$ cat config.mk
export PLATFORM = sky130hd
export DESIGN_NAME = three_channel_scalar_kalman_filter_core
export DESIGN_NICKNAME = d
export VERILOG_FILES = /design/src/kf3_pkg.sv /design/src/kf3_itu.sv /design/src/three_channel_scalar_kalman_filter_core.sv
export VERILOG_INCLUDE_DIRS = /design/src /design/src/src
export SDC_FILE = /design/constraint.sdc
export NUM_CORES = 2
export LEC_CHECK = 0
export ABC_AREA = 1
export BUFFER_PORTS_ARGS = -buffer_cell sky130_fd_sc_hd__buf_2
export CAP_MARGIN = 40
export CORE_MARGIN = 2
export CORE_UTILIZATION = 42
export CTS_CLUSTER_DIAMETER = 100
export DETAILED_ROUTE_END_ITERATION = 10
export SYNTH_ARGS = -nofsm -noshare
export SYNTH_HDL_FRONTEND = slang
export SYNTH_HIERARCHICAL = 1
export SYNTH_SLANG_ARGS = --single-unit
export TNS_END_PERCENT = 5
$ cat constraint.sdc
create_clock -name aclk -period 15.07 [get_ports aclk]
set_clock_uncertainty 0.05 [all_clocks]
set_input_delay 3.014 -clock aclk [delete_from_list [all_inputs] [get_ports aclk]]
set_output_delay 3.014 -clock aclk [all_outputs]
set_load 0.02 [all_outputs]
$ cat src/three_channel_scalar_kalman_filter_core_assert.svh
// Assertion macros shared by the Kalman filter core.
`ifndef THREE_CHANNEL_SCALAR_KALMAN_FILTER_CORE_ASSERT_SVH
`define THREE_CHANNEL_SCALAR_KALMAN_FILTER_CORE_ASSERT_SVH

// Same-cycle implication, checked outside reset.
`define KF3_ASSERT_NOW(label, clk, rst_n, ante, cons) \
    label: assert property (@(posedge clk) disable iff (!rst_n) (ante) |-> (cons)) \
        else $error("kf3 assertion failed");

// Next-cycle implication, checked outside reset.
`define KF3_ASSERT_NEXT(label, clk, rst_n, ante, cons) \
    label: assert property (@(posedge clk) disable iff (!rst_n) (ante) |=> (cons)) \
        else $error("kf3 assertion failed");

`endif

$ cat src/kf3_pkg.sv
// Types and constants shared by the Kalman filter core and its iterative unit.
package kf3_pkg;

    localparam int NUM_CH    = 3;
    localparam int CH_W      = $clog2(NUM_CH);
    localparam int DATA_W    = 32;
    localparam int WIDE_W    = DATA_W + 1;
    localparam int PROD_W    = 2 * DATA_W + 1;
    localparam int CFG_IDX_W = 4;
    localparam int STEP_W    = $clog2(DATA_W);

    localparam logic [DATA_W-1:0] PROCESS_NOISE_RESET = 32'd429497;
    localparam logic [DATA_W-1:0] MEASURE_NOISE_RESET = 32'd21474836;

    localparam logic [CFG_IDX_W-1:0] REG_PROCESS_NOISE = 4'd0;
    localparam logic [CFG_IDX_W-1:0] REG_MEASURE_NOISE = 4'd1;

    typedef enum logic {
        ITU_MUL = 1'b0,
        ITU_DIV = 1'b1
    } itu_op_t;

    typedef struct packed {
        logic    start;
        itu_op_t op;
    } itu_ctl_t;

    typedef struct packed {
        logic busy;
        logic done;
    } itu_sts_t;

endpackage

$ cat src/kf3_itu.sv
// Iterative shift-add multiplier and restoring divider, one bit per cycle.
module kf3_itu (
    input  logic                           aclk,
    input  logic                           aresetn,
    input  kf3_pkg::itu_ctl_t              ctl,
    input  logic [kf3_pkg::WIDE_W-1:0]     a_in,
    input  logic [kf3_pkg::DATA_W-1:0]     b_in,
    output kf3_pkg::itu_sts_t              sts,
    output logic [kf3_pkg::PROD_W-1:0]     result
);
    import kf3_pkg::*;

    // hi holds the running product high part or the partial remainder;
    // lo holds the multiplier bits or the quotient bits.
    logic [WIDE_W:0]   hi_reg, hi_next;
    logic [DATA_W-1:0] lo_reg, lo_next;
    logic [WIDE_W-1:0] a_reg;
    itu_op_t           op_reg;
    logic [STEP_W-1:0] cnt_reg;
    logic              busy_reg, done_reg;

    logic [WIDE_W:0]   mul_sum;
    logic [WIDE_W:0]   div_shift;
    logic [WIDE_W+1:0] div_diff;
    logic              div_ge;

    always_comb begin
        mul_sum   = {1'b0, hi_reg[WIDE_W-1:0]} + (lo_reg[0] ? {1'b0, a_reg} : '0);
        div_shift = {hi_reg[WIDE_W-1:0], 1'b0};
        div_diff  = {1'b0, div_shift} - {2'b00, a_reg};
        div_ge    = ~div_diff[WIDE_W+1];
        if (op_reg == ITU_MUL) begin
            hi_next = {1'b0, mul_sum[WIDE_W:1]};
            lo_next = {mul_sum[0], lo_reg[DATA_W-1:1]};
        end else begin
            hi_next = div_ge ? div_diff[WIDE_W:0] : div_shift;
            lo_next = {lo_reg[DATA_W-2:0], div_ge};
        end
    end

    always_ff @(posedge aclk) begin
        if (!aresetn) begin
            busy_reg <= 1'b0;
            done_reg <= 1'b0;
            cnt_reg  <= '0;
        end else begin
            done_reg <= 1'b0;
            if (ctl.start) begin
                busy_reg <= 1'b1;
                cnt_reg  <= '0;
            end else if (busy_reg) begin
                cnt_reg <= cnt_reg + 1'b1;
                if (cnt_reg == STEP_W'(DATA_W - 1)) begin
                    busy_reg <= 1'b0;
                    done_reg <= 1'b1;
                end
            end
        end
    end

    always_ff @(posedge aclk) begin
        if (ctl.start) begin
            a_reg  <= a_in;
            op_reg <= ctl.op;
            if (ctl.op == ITU_MUL) begin
                hi_reg <= '0;
                lo_reg <= b_in;
            end else begin
                hi_reg <= {2'b00, b_in};
                lo_reg <= '0;
            end
        end else if (busy_reg) begin
            hi_reg <= hi_next;
            lo_reg <= lo_next;
        end
    end

    assign sts.busy = busy_reg;
    assign sts.done = done_reg;
    assign result   = {hi_reg[WIDE_W-1:0], lo_reg};

endmodule

$ cat src/three_channel_scalar_kalman_filter_core.sv
// Top level of the three-channel scalar Kalman filter core.
//
//  Channel   Direction  Handshake            Payload
//  s_        in         s_valid / s_ready    temp_sample, humi_sample, dust_sample (Q16.16)
//  m_        out        m_valid / m_ready    temp_filtered, humi_filtered, dust_filtered
//  cfg_      in         cfg_valid/cfg_ready  cfg_index, cfg_data (process / measure noise)
//
// An item passes from the idle state through the channels one after another to a flush
// state that copies the estimates out. A channel first predicts its variance, then runs
// three jobs on the shared multiply/divide unit (gain division, correction product,
// variance product): issue, 32 steps, done. Zero measurement noise skips the division.
// Reset is synchronous and active low. Input is not ready while an item is in work; an
// untaken result holds the copy.
module three_channel_scalar_kalman_filter_core (
    input  logic                              aclk,
    input  logic                              aresetn,
    input  logic                              s_valid,
    output logic                              s_ready,
    input  logic signed [kf3_pkg::DATA_W-1:0] s_temp_sample,
    input  logic signed [kf3_pkg::DATA_W-1:0] s_humi_sample,
    input  logic signed [kf3_pkg::DATA_W-1:0] s_dust_sample,
    output logic                              m_valid,
    input  logic                              m_ready,
    output logic signed [kf3_pkg::DATA_W-1:0] m_temp_filtered,
    output logic signed [kf3_pkg::DATA_W-1:0] m_humi_filtered,
    output logic signed [kf3_pkg::DATA_W-1:0] m_dust_filtered,
    input  logic                              cfg_valid,
    output logic                              cfg_ready,
    input  logic [kf3_pkg::CFG_IDX_W-1:0]     cfg_index,
    input  logic [kf3_pkg::DATA_W-1:0]        cfg_data
);
    import kf3_pkg::*;

    `include "three_channel_scalar_kalman_filter_core_assert.svh"

    // One-hot sequencer states.
    typedef enum logic [8:0] {
        S_IDLE   = 9'b000000001,
        S_PRED   = 9'b000000010,
        S_GAIN   = 9'b000000100,
        S_DIV    = 9'b000001000,
        S_CORR   = 9'b000010000,
        S_MUL1   = 9'b000100000,
        S_EST    = 9'b001000000,
        S_MUL2   = 9'b010000000,
        S_FLUSH  = 9'b100000000
    } state_t;

    state_t state_reg, state_next;

    // Configuration registers.
    logic [DATA_W-1:0] q_reg, r_reg;

    // Channel state. The arrays rotate by one after each channel so that the
    // channel being worked on always sits at entry zero.
    logic signed [DATA_W-1:0] est_reg  [NUM_CH];
    logic        [DATA_W-1:0] var_reg  [NUM_CH];
    logic signed [DATA_W-1:0] samp_reg [NUM_CH];
    logic [CH_W-1:0]          ch_reg;

    // Per-channel working values.
    logic [DATA_W-1:0]        pp_reg;
    logic signed [WIDE_W-1:0] diff_reg;
    logic [WIDE_W-1:0]        mag_reg;
    logic                     neg_reg;
    logic [DATA_W-1:0]        k_reg;
    logic [WIDE_W-1:0]        corr_reg;

    // Output register.
    logic                     m_valid_reg;
    logic signed [DATA_W-1:0] out_reg [NUM_CH];

    // Shared unit.
    itu_ctl_t          itu_ctl;
    itu_sts_t          itu_sts;
    logic [WIDE_W-1:0] itu_a;
    logic [DATA_W-1:0] itu_b;
    logic [PROD_W-1:0] itu_res;

    kf3_itu u_itu (
        .aclk    (aclk),
        .aresetn (aresetn),
        .ctl     (itu_ctl),
        .a_in    (itu_a),
        .b_in    (itu_b),
        .sts     (itu_sts),
        .result  (itu_res)
    );

    // Combinational helpers.
    logic [DATA_W:0]          pp_sum;
    logic [DATA_W-1:0]        pp_sat;
    logic [PROD_W-1:0]        corr_round;
    logic signed [DATA_W+2:0] est_wide;
    logic signed [DATA_W+2:0] est_sum;
    logic signed [DATA_W-1:0] est_sat;
    logic [WIDE_W-1:0]        one_minus_k;
    logic                     in_accept;
    logic                     last_ch;
    logic                     out_free;

    assign in_accept = s_valid && s_ready;
    assign last_ch   = (ch_reg == CH_W'(NUM_CH - 1));
    assign out_free  = !m_valid_reg || m_ready;

    always_comb begin
        // Predicted variance, saturated.
        pp_sum = {1'b0, var_reg[0]} + {1'b0, q_reg};
        pp_sat = pp_sum[DATA_W] ? '1 : pp_sum[DATA_W-1:0];

        // Correction = round(|d| * K / 2^32), ties away from zero. The sum stays
        // below 2^64, so the product width holds it.
        corr_round = itu_res + PROD_W'(32'h8000_0000);

        // Estimate update with signed saturation.
        est_wide = {{3{est_reg[0][DATA_W-1]}}, est_reg[0]};
        if (neg_reg) begin
            est_sum = est_wide - {2'b00, corr_reg};
        end else begin
            est_sum = est_wide + {2'b00, corr_reg};
        end
        if (est_sum[DATA_W+2:DATA_W-1] == '0 || est_sum[DATA_W+2:DATA_W-1] == '1) begin
            est_sat = est_sum[DATA_W-1:0];
        end else if (est_sum[DATA_W+2]) begin
            est_sat = {1'b1, {(DATA_W-1){1'b0}}};
        end else begin
            est_sat = {1'b0, {(DATA_W-1){1'b1}}};
        end

        one_minus_k = {1'b1, {DATA_W{1'b0}}} - {1'b0, k_reg};
    end

    // Sequencer and shared-unit issue.
    always_comb begin
        state_next    = state_reg;
        itu_ctl.start = 1'b0;
        itu_ctl.op    = ITU_MUL;
        itu_a         = mag_reg;
        itu_b         = k_reg;
        unique case (state_reg)
            S_IDLE: begin
                if (s_valid) begin
                    state_next = S_PRED;
                end
            end
            S_PRED: begin
                state_next = S_GAIN;
            end
            S_GAIN: begin
                // Zero measurement noise skips the division.
                if (r_reg == '0) begin
                    state_next = S_CORR;
                end else begin
                    itu_ctl.start = 1'b1;
                    itu_ctl.op    = ITU_DIV;
                    itu_a         = {1'b0, pp_reg} + {1'b0, r_reg};
                    itu_b         = pp_reg;
                    state_next    = S_DIV;
                end
            end
            S_DIV: begin
                if (itu_sts.done) begin
                    state_next = S_CORR;
                end
            end
            S_CORR: begin
                itu_ctl.start = 1'b1;
                state_next    = S_MUL1;
            end
            S_MUL1: begin
                if (itu_sts.done) begin
                    state_next = S_EST;
                end
            end
            S_EST: begin
                itu_ctl.start = 1'b1;
                itu_a         = one_minus_k;
                itu_b         = pp_reg;
                state_next    = S_MUL2;
            end
            S_MUL2: begin
                if (itu_sts.done) begin
                    state_next = last_ch ? S_FLUSH : S_PRED;
                end
            end
            S_FLUSH: begin
                if (out_free) begin
                    state_next = S_IDLE;
                end
            end
            default: begin
                state_next = S_IDLE;
            end
        endcase
    end

    always_ff @(posedge aclk) begin
        if (!aresetn) begin
            state_reg   <= S_IDLE;
            q_reg       <= PROCESS_NOISE_RESET;
            r_reg       <= MEASURE_NOISE_RESET;
            m_valid_reg <= 1'b0;
            ch_reg      <= '0;
            for (int i = 0; i < NUM_CH; i++) begin
                est_reg[i] <= '0;
                var_reg[i] <= '0;
            end
        end else begin
            state_reg <= state_next;

            if (cfg_valid && cfg_ready) begin
                unique case (cfg_index)
                    REG_PROCESS_NOISE: q_reg <= cfg_data;
                    REG_MEASURE_NOISE: r_reg <= cfg_data;
                    default: ;
                endcase
            end

            // A new result enters the output register only when the old one is
            // gone or leaves in this same cycle.
            if (state_reg == S_FLUSH && out_free) begin
                m_valid_reg <= 1'b1;
            end else if (m_valid_reg && m_ready) begin
                m_valid_reg <= 1'b0;
            end

            if (in_accept) begin
                ch_reg <= '0;
            end

            // The variance product finishes a channel: write back and rotate.
            if (state_reg == S_MUL2 && itu_sts.done) begin
                for (int i = 0; i < NUM_CH - 1; i++) begin
                    est_reg[i] <= est_reg[i+1];
                    var_reg[i] <= var_reg[i+1];
                end
                est_reg[NUM_CH-1] <= est_sat;
                var_reg[NUM_CH-1] <= itu_res[2*DATA_W-1:DATA_W];
                ch_reg <= last_ch ? '0 : ch_reg + 1'b1;
            end
        end
    end

    // Datapath registers without reset.
    always_ff @(posedge aclk) begin
        if (in_accept) begin
            samp_reg[0] <= s_temp_sample;
            samp_reg[1] <= s_humi_sample;
            samp_reg[2] <= s_dust_sample;
        end else if (state_reg == S_MUL2 && itu_sts.done) begin
            for (int i = 0; i < NUM_CH - 1; i++) begin
                samp_reg[i] <= samp_reg[i+1];
            end
            samp_reg[NUM_CH-1] <= samp_reg[0];
        end

        if (state_reg == S_PRED) begin
            pp_reg   <= pp_sat;
            diff_reg <= {samp_reg[0][DATA_W-1], samp_reg[0]}
                      - {est_reg[0][DATA_W-1], est_reg[0]};
        end

        if (state_reg == S_GAIN) begin
            neg_reg <= diff_reg[WIDE_W-1];
            mag_reg <= diff_reg[WIDE_W-1] ? (WIDE_W)'(-diff_reg) : diff_reg;
            if (r_reg == '0) begin
                k_reg <= (pp_reg == '0) ? '0 : '1;
            end
        end

        if (state_reg == S_DIV && itu_sts.done) begin
            k_reg <= itu_res[DATA_W-1:0];
        end

        if (state_reg == S_MUL1 && itu_sts.done) begin
            corr_reg <= corr_round[PROD_W-1:DATA_W];
        end

        if (state_reg == S_FLUSH && out_free) begin
            for (int i = 0; i < NUM_CH; i++) begin
                out_reg[i] <= est_reg[i];
            end
        end
    end

    assign s_ready         = (state_reg == S_IDLE);
    assign cfg_ready       = 1'b1;
    assign m_valid         = m_valid_reg;
    assign m_temp_filtered = out_reg[0];
    assign m_humi_filtered = out_reg[1];
    assign m_dust_filtered = out_reg[2];

    // The shared unit is never left running while a new item is taken.
    `KF3_ASSERT_NOW(a_idle_unit_free, aclk, aresetn, s_ready, !itu_sts.busy)
    // The unit only reports completion while the sequencer waits for it.
    `KF3_ASSERT_NOW(a_done_in_wait, aclk, aresetn, itu_sts.done,
        (state_reg == S_DIV || state_reg == S_MUL1 || state_reg == S_MUL2))
    // An accepted item starts at the first channel.
    `KF3_ASSERT_NEXT(a_accept_starts, aclk, aresetn, in_accept,
        (state_reg == S_PRED && ch_reg == '0))

endmodule

After elaboration in Yosys (flattened, before gate mapping):

Memory sizes are Yosys's and may differ from the RTL's.
Index checks and enable logic that the tools add are counted.

* add/subtract/negate cells: 12
* mux-type cells: 61
* bitwise gates (word level): 12
* equal/unequal tests: 18
* reduce and logical (&&, ||, !) cells: 25

Operators by type and width (count)
* $mux W32: 22
* $mux W33: 6
* $pmux W9 S9: 1
* $add A32 B32 Y33: 2
* $pmux W33 S2: 1
* $add A65 B32 Y65 const B: 1
* $logic_not A32 Y1: 2
* $pmux W32 S2: 1
* $mux W9: 6
* $add A32 B34 Y35: 1
* $mux W35: 1
* $sub A32 B34 Y35: 1
* $sub A34 B33 Y35: 1
* $add A33 B33 Y34: 1
* $neg A33 Y33: 1
* $sub A32 B32 Y33: 1
* $sub A33 B32 Y33 const A: 1
* $mux W1: 17
* $reduce_bool A2 Y1: 5
* $eq A9 B1 Y1 const B: 1
* $eq A9 B2 Y1 const B: 1
* $eq A9 B3 Y1 const B: 1
* $eq A9 B4 Y1 const B: 1
* $eq A9 B5 Y1 const B: 1
* 25 further kinds: 51

* bits in writable memories: 384
* bits in registers: 346
* memories kept: 4
* word-level logic and storage cells: 151
* output and inout port bits: 99
* input port bits: 137

Memory list
* est_reg: words 3, bits a word 32, read ports 3, clocked after Yosys merged registers in 0, wr ports 3, RTL line three_channel_scalar_kalman_filter_core.sv:56 `logic signed [DATA_W-1:0] est_reg [NUM_CH];`
* out_reg: words 3, bits a word 32, read ports 3, clocked after Yosys merged registers in 0, wr ports 3, RTL line three_channel_scalar_kalman_filter_core.sv:71 `logic signed [DATA_W-1:0] out_reg [NUM_CH];`
* samp_reg: words 3, bits a word 32, read ports 3, clocked after Yosys merged registers in 0, wr ports 3, RTL line three_channel_scalar_kalman_filter_core.sv:58 `logic signed [DATA_W-1:0] samp_reg [NUM_CH];`
* var_reg: words 3, bits a word 32, read ports 3, clocked after Yosys merged registers in 0, wr ports 3, RTL line three_channel_scalar_kalman_filter_core.sv:57 `logic [DATA_W-1:0] var_reg [NUM_CH];`

Logic depth before layout (Yosys ltp):

An unclocked memory read counts as a cell.

* depth in word-level cells: 7
* depth in mapped cells: 27
* mapped depth without buffers: 26

By module:

Netlist, hierarchy kept.

By module, submodules not included
* three_channel_scalar_kalman_filter_core: cells each 3997, instances 1, sequential area each 17977.2 um2, area each 34728.3 um2
* kf3_itu: cells each 1676, instances 1, sequential area each 3113.0 um2, area each 10430.0 um2

Least setup slack after synthesis:

No wires, ideal clock.

* path kind: input-to-reg
* start point: input port m_ready
* end point: memory out_reg[0][0] (enable)
* setup time: 0.786 ns
* arrival: 12.181 ns
* slack: 2.053 ns
* path buffers: 0
* data required time: 14.234 ns
* stages: 2
* cells stage by stage: nor2_1 -> nor4_1

RTL lines
* start: declaration: RTL line three_channel_scalar_kalman_filter_core.sv:23 `input logic m_ready,`
* end: declaration: RTL line three_channel_scalar_kalman_filter_core.sv:71

==> qor.txt <==
GLOBAL ROUTING
--------------------------------------------------------------------------------
Final global-route overflow total                                              0
Number of antenna violations at the first check in global routing              3
Global-route track usage on met1                                           35.1%
Vias in the first global route                                             35900
Grt peak-use layer                                                          met2
Largest net degree at the start of global routing                             90
Wire length of the first global-routing pass                              217 mm
GR Layer Usage met2                                                        43.0%
Met3 routing resource usage after global routing                           3.58%
Global-route usage over all layers                                         25.8%

LOGIC SYNTHESIS
--------------------------------------------------------------------------------
Post-Synthesis Net Count                                                    6016
Number of instances in the synthesized netlist                              5672
Avg Inst Size Synth                                                    7.96 um^2
Yosys warns                                                                    6
Post-synth design cell area                                           45200 um^2

CLOCK TREE
--------------------------------------------------------------------------------
Clk buf depth                                                                  3
CTS HTree Levels                                                               3
Clock transition at path regs                                            0.06 ns
Inserted Clock Buffers                                                        84
Clk sinks                                                                    730
Post-CTS Hold Buffers                                                          0
TritonCTS clock tree                                                       built
Number of instances resized during post-cts repair                             0
Skew-Pair Late Insertion Delay                                           0.65 ns
Post-CTS setup repair buffer count                                             0
CTS Root Buffer Type                                                sky130_fd_sc_hd__clkbuf_16

CELLS AND AREA
--------------------------------------------------------------------------------
Post-layout net count                                                       6236
Final Core Density                                                         47.7%
Area growth syn-to-layout                                                  13.0%
Final standard cell area without fillers                              51000 um^2
Proportion of layout cells with a drive suffix above 1                     9.28%
Number of filler instances in the final layout                             10600

ROUTING
--------------------------------------------------------------------------------
First-iteration detailed-routing DRC count                                  3768
Routed wirelength normalized by instance count                           19.6 um
ANT nets after route                                                           0
Post-route DRC                                                                 0
Wire length reported by the detailed router                               145 mm
Avg Vias per Cell                                                           5.21
Drt pass-1 iters                                                               6
Via Count                                                                  38400

STA
--------------------------------------------------------------------------------
Headroom to the max-slew limit                                             37.9%
Pin slew with the least headroom to its limit                           0.925 ns
Maximum achievable frequency                                             195 MHz
Setup TNS                                                                   0 ns
RSZ-0062 raised after global routing                                       false
Number of pins with negative max-slew slack in the final report                0
Final setup vio count                                                          0
Final worst-path setup slack                                             9.94 ns
Final critical delay including setup and external delays                 5.13 ns
Final hold violations                                                          0
Crit share post-route                                                      34.0%

WORST SETUP PATH
--------------------------------------------------------------------------------
CP Launch Type                                                              flop
Slowest library cell on the worst path                              sky130_fd_sc_hd__clkinv_1
Critical path required time                                             15.50 ns
Longest individual stage delay on the worst path                         0.92 ns
Worst setup EP type                                                         flop
Cells along the critical path                                       nor2_1 -> inv_1 -> nor2_4 -> nand4_1 -> inv_1 -> nand2_1 -> nand2_1 -> or2_2 -> buf_4 -> clkinv_1 -> buf_4 -> or2_2 -> o21ai_0
Critical path fanouts, max                                                    41
Crit path kind                                                        reg -> reg
WP data arrival                                                          5.55 ns

FLOORPLANNING
--------------------------------------------------------------------------------
I/O pin count                                                                236
Floorplan core area                                                  107000 um^2
Die W                                                                     332 um
Std cell rows                                                                120
Die extent in y                                                           332 um
Die area                                                             110000 um^2
Effective utilization at floorplan                                         42.2%

PLACE
--------------------------------------------------------------------------------
HPWL Detailed                                                             113 mm
Total cell area at the placement stage                                48000 um^2
Number of port buffers                                                       234
Post-Place Worst Slack                                                   9.59 ns
Routability congestion estimate from global placement                      0.983

HOLD PATH
--------------------------------------------------------------------------------
Hold WC Path Type                                                     reg -> reg

POWER AND IR DROP
--------------------------------------------------------------------------------
Total power per unit cell area                                       107 nW/um^2
Leakage dissipation                                                    0.0230 uW
Overall power of the completed layout                                    5470 uW
Maximum VDD drop                                                       0.0863 mV

RUN
--------------------------------------------------------------------------------
MaxCap Viol Count                                                              0

RUN STATUS
--------------------------------------------------------------------------------
Status                                                              finished, final reports clean

power breakdown:
group	switching [uW]	internal, uW
Sequential	94.7	2400
Clock	874	1330
Combinational	526	250
critical path, delay by kind of cell (launching register included):
kind | cells | cell delay (ns)
flops | 1 | 0.33
buf+inv | 5 | 2.23
simple gates | 7 | 1.96
compound gates | 1 | 0.26
final timing paths:
path / start / end / slack (ns) / depth (start not counted)
setup / recovery: state_reg[6]$_SDFFE_PN0P_ / u_itu/lo_reg[29]$_DFFE_PP_ / 9.94 / 13
hold / removal: ch_reg[1]$_SDFFE_PN0P_ / ch_reg[1]$_SDFFE_PN0P_ / 0.38 / 1
setup reg to reg: state_reg[6]$_SDFFE_PN0P_ / u_itu/lo_reg[29]$_DFFE_PP_ / 9.94 / 13
hold reg to reg: ch_reg[1]$_SDFFE_PN0P_ / ch_reg[1]$_SDFFE_PN0P_ / 0.38 / 1
placed cells by master (no fill, tap or decap), types with 18 or more instances in the layout:
cell type                      n
sky130_fd_sc_hd__buf_2       234
sky130_fd_sc_hd__nor4_1       33
sky130_fd_sc_hd__ha_1        201
sky130_fd_sc_hd__buf_4        27
sky130_fd_sc_hd__clkbuf_16    85
sky130_fd_sc_hd__or2_2        21
sky130_fd_sc_hd__o21ai_0     233
sky130_fd_sc_hd__o21a_1       19
sky130_fd_sc_hd__a21oi_2      35
sky130_fd_sc_hd__nor2_1      615
sky130_fd_sc_hd__nor3_1       70
sky130_fd_sc_hd__dfxtp_1      83
sky130_fd_sc_hd__nand3b_1     26
sky130_fd_sc_hd__edfxtp_1    647
sky130_fd_sc_hd__o22ai_1      30
sky130_fd_sc_hd__clkinv_1     18
sky130_fd_sc_hd__xnor2_1      55
sky130_fd_sc_hd__nand3_1     286
sky130_fd_sc_hd__nand4_1      48
sky130_fd_sc_hd__o21bai_1     22
sky130_fd_sc_hd__nand2_1    1639
sky130_fd_sc_hd__a21oi_1     291
sky130_fd_sc_hd__nand2_2      27
sky130_fd_sc_hd__xor2_1      139
sky130_fd_sc_hd__inv_1       836
metrics by stage:
step           instances  hold WS, ns
4_1_cts             7363        0.376
3_5_place_dp        7209        0.367
5_1_grt             7363        0.386
6_report            7365        0.376
3_3_place_gp        7195        0.362
2_1_floorplan       5672        0.353
layout make-up:
type | count | area [um^2] | area share (%)
flip-flops and latches | 730 | 21100 | 41.3
multi-input cells | 3951 | 20300 | 39.8
inverters | 850 | 3190 | 6.26
clock buffers | 94 | 2190 | 4.29
well taps | 1403 | 1760 | 3.44
repair buffers | 275 | 1720 | 3.38
clock inverters | 60 | 771 | 1.51
diodes | 2 | 5.00 | 0.00981
layer usage:
| metal | part of all wire [%] | wire (um) | vias up |
|---|---|---|---|
| met2 | 47 | 67700 | 1275 |
| li1 | - | - | 19000 |
| met4 | 2.6 | 3810 | 0 |
| met3 | 7.0 | 10200 | 199 |
| met5 | 0 | 0 | - |
| met1 | 44 | 63000 | 18000 |
No activity file was read; power rests on OpenSTA's default activity.
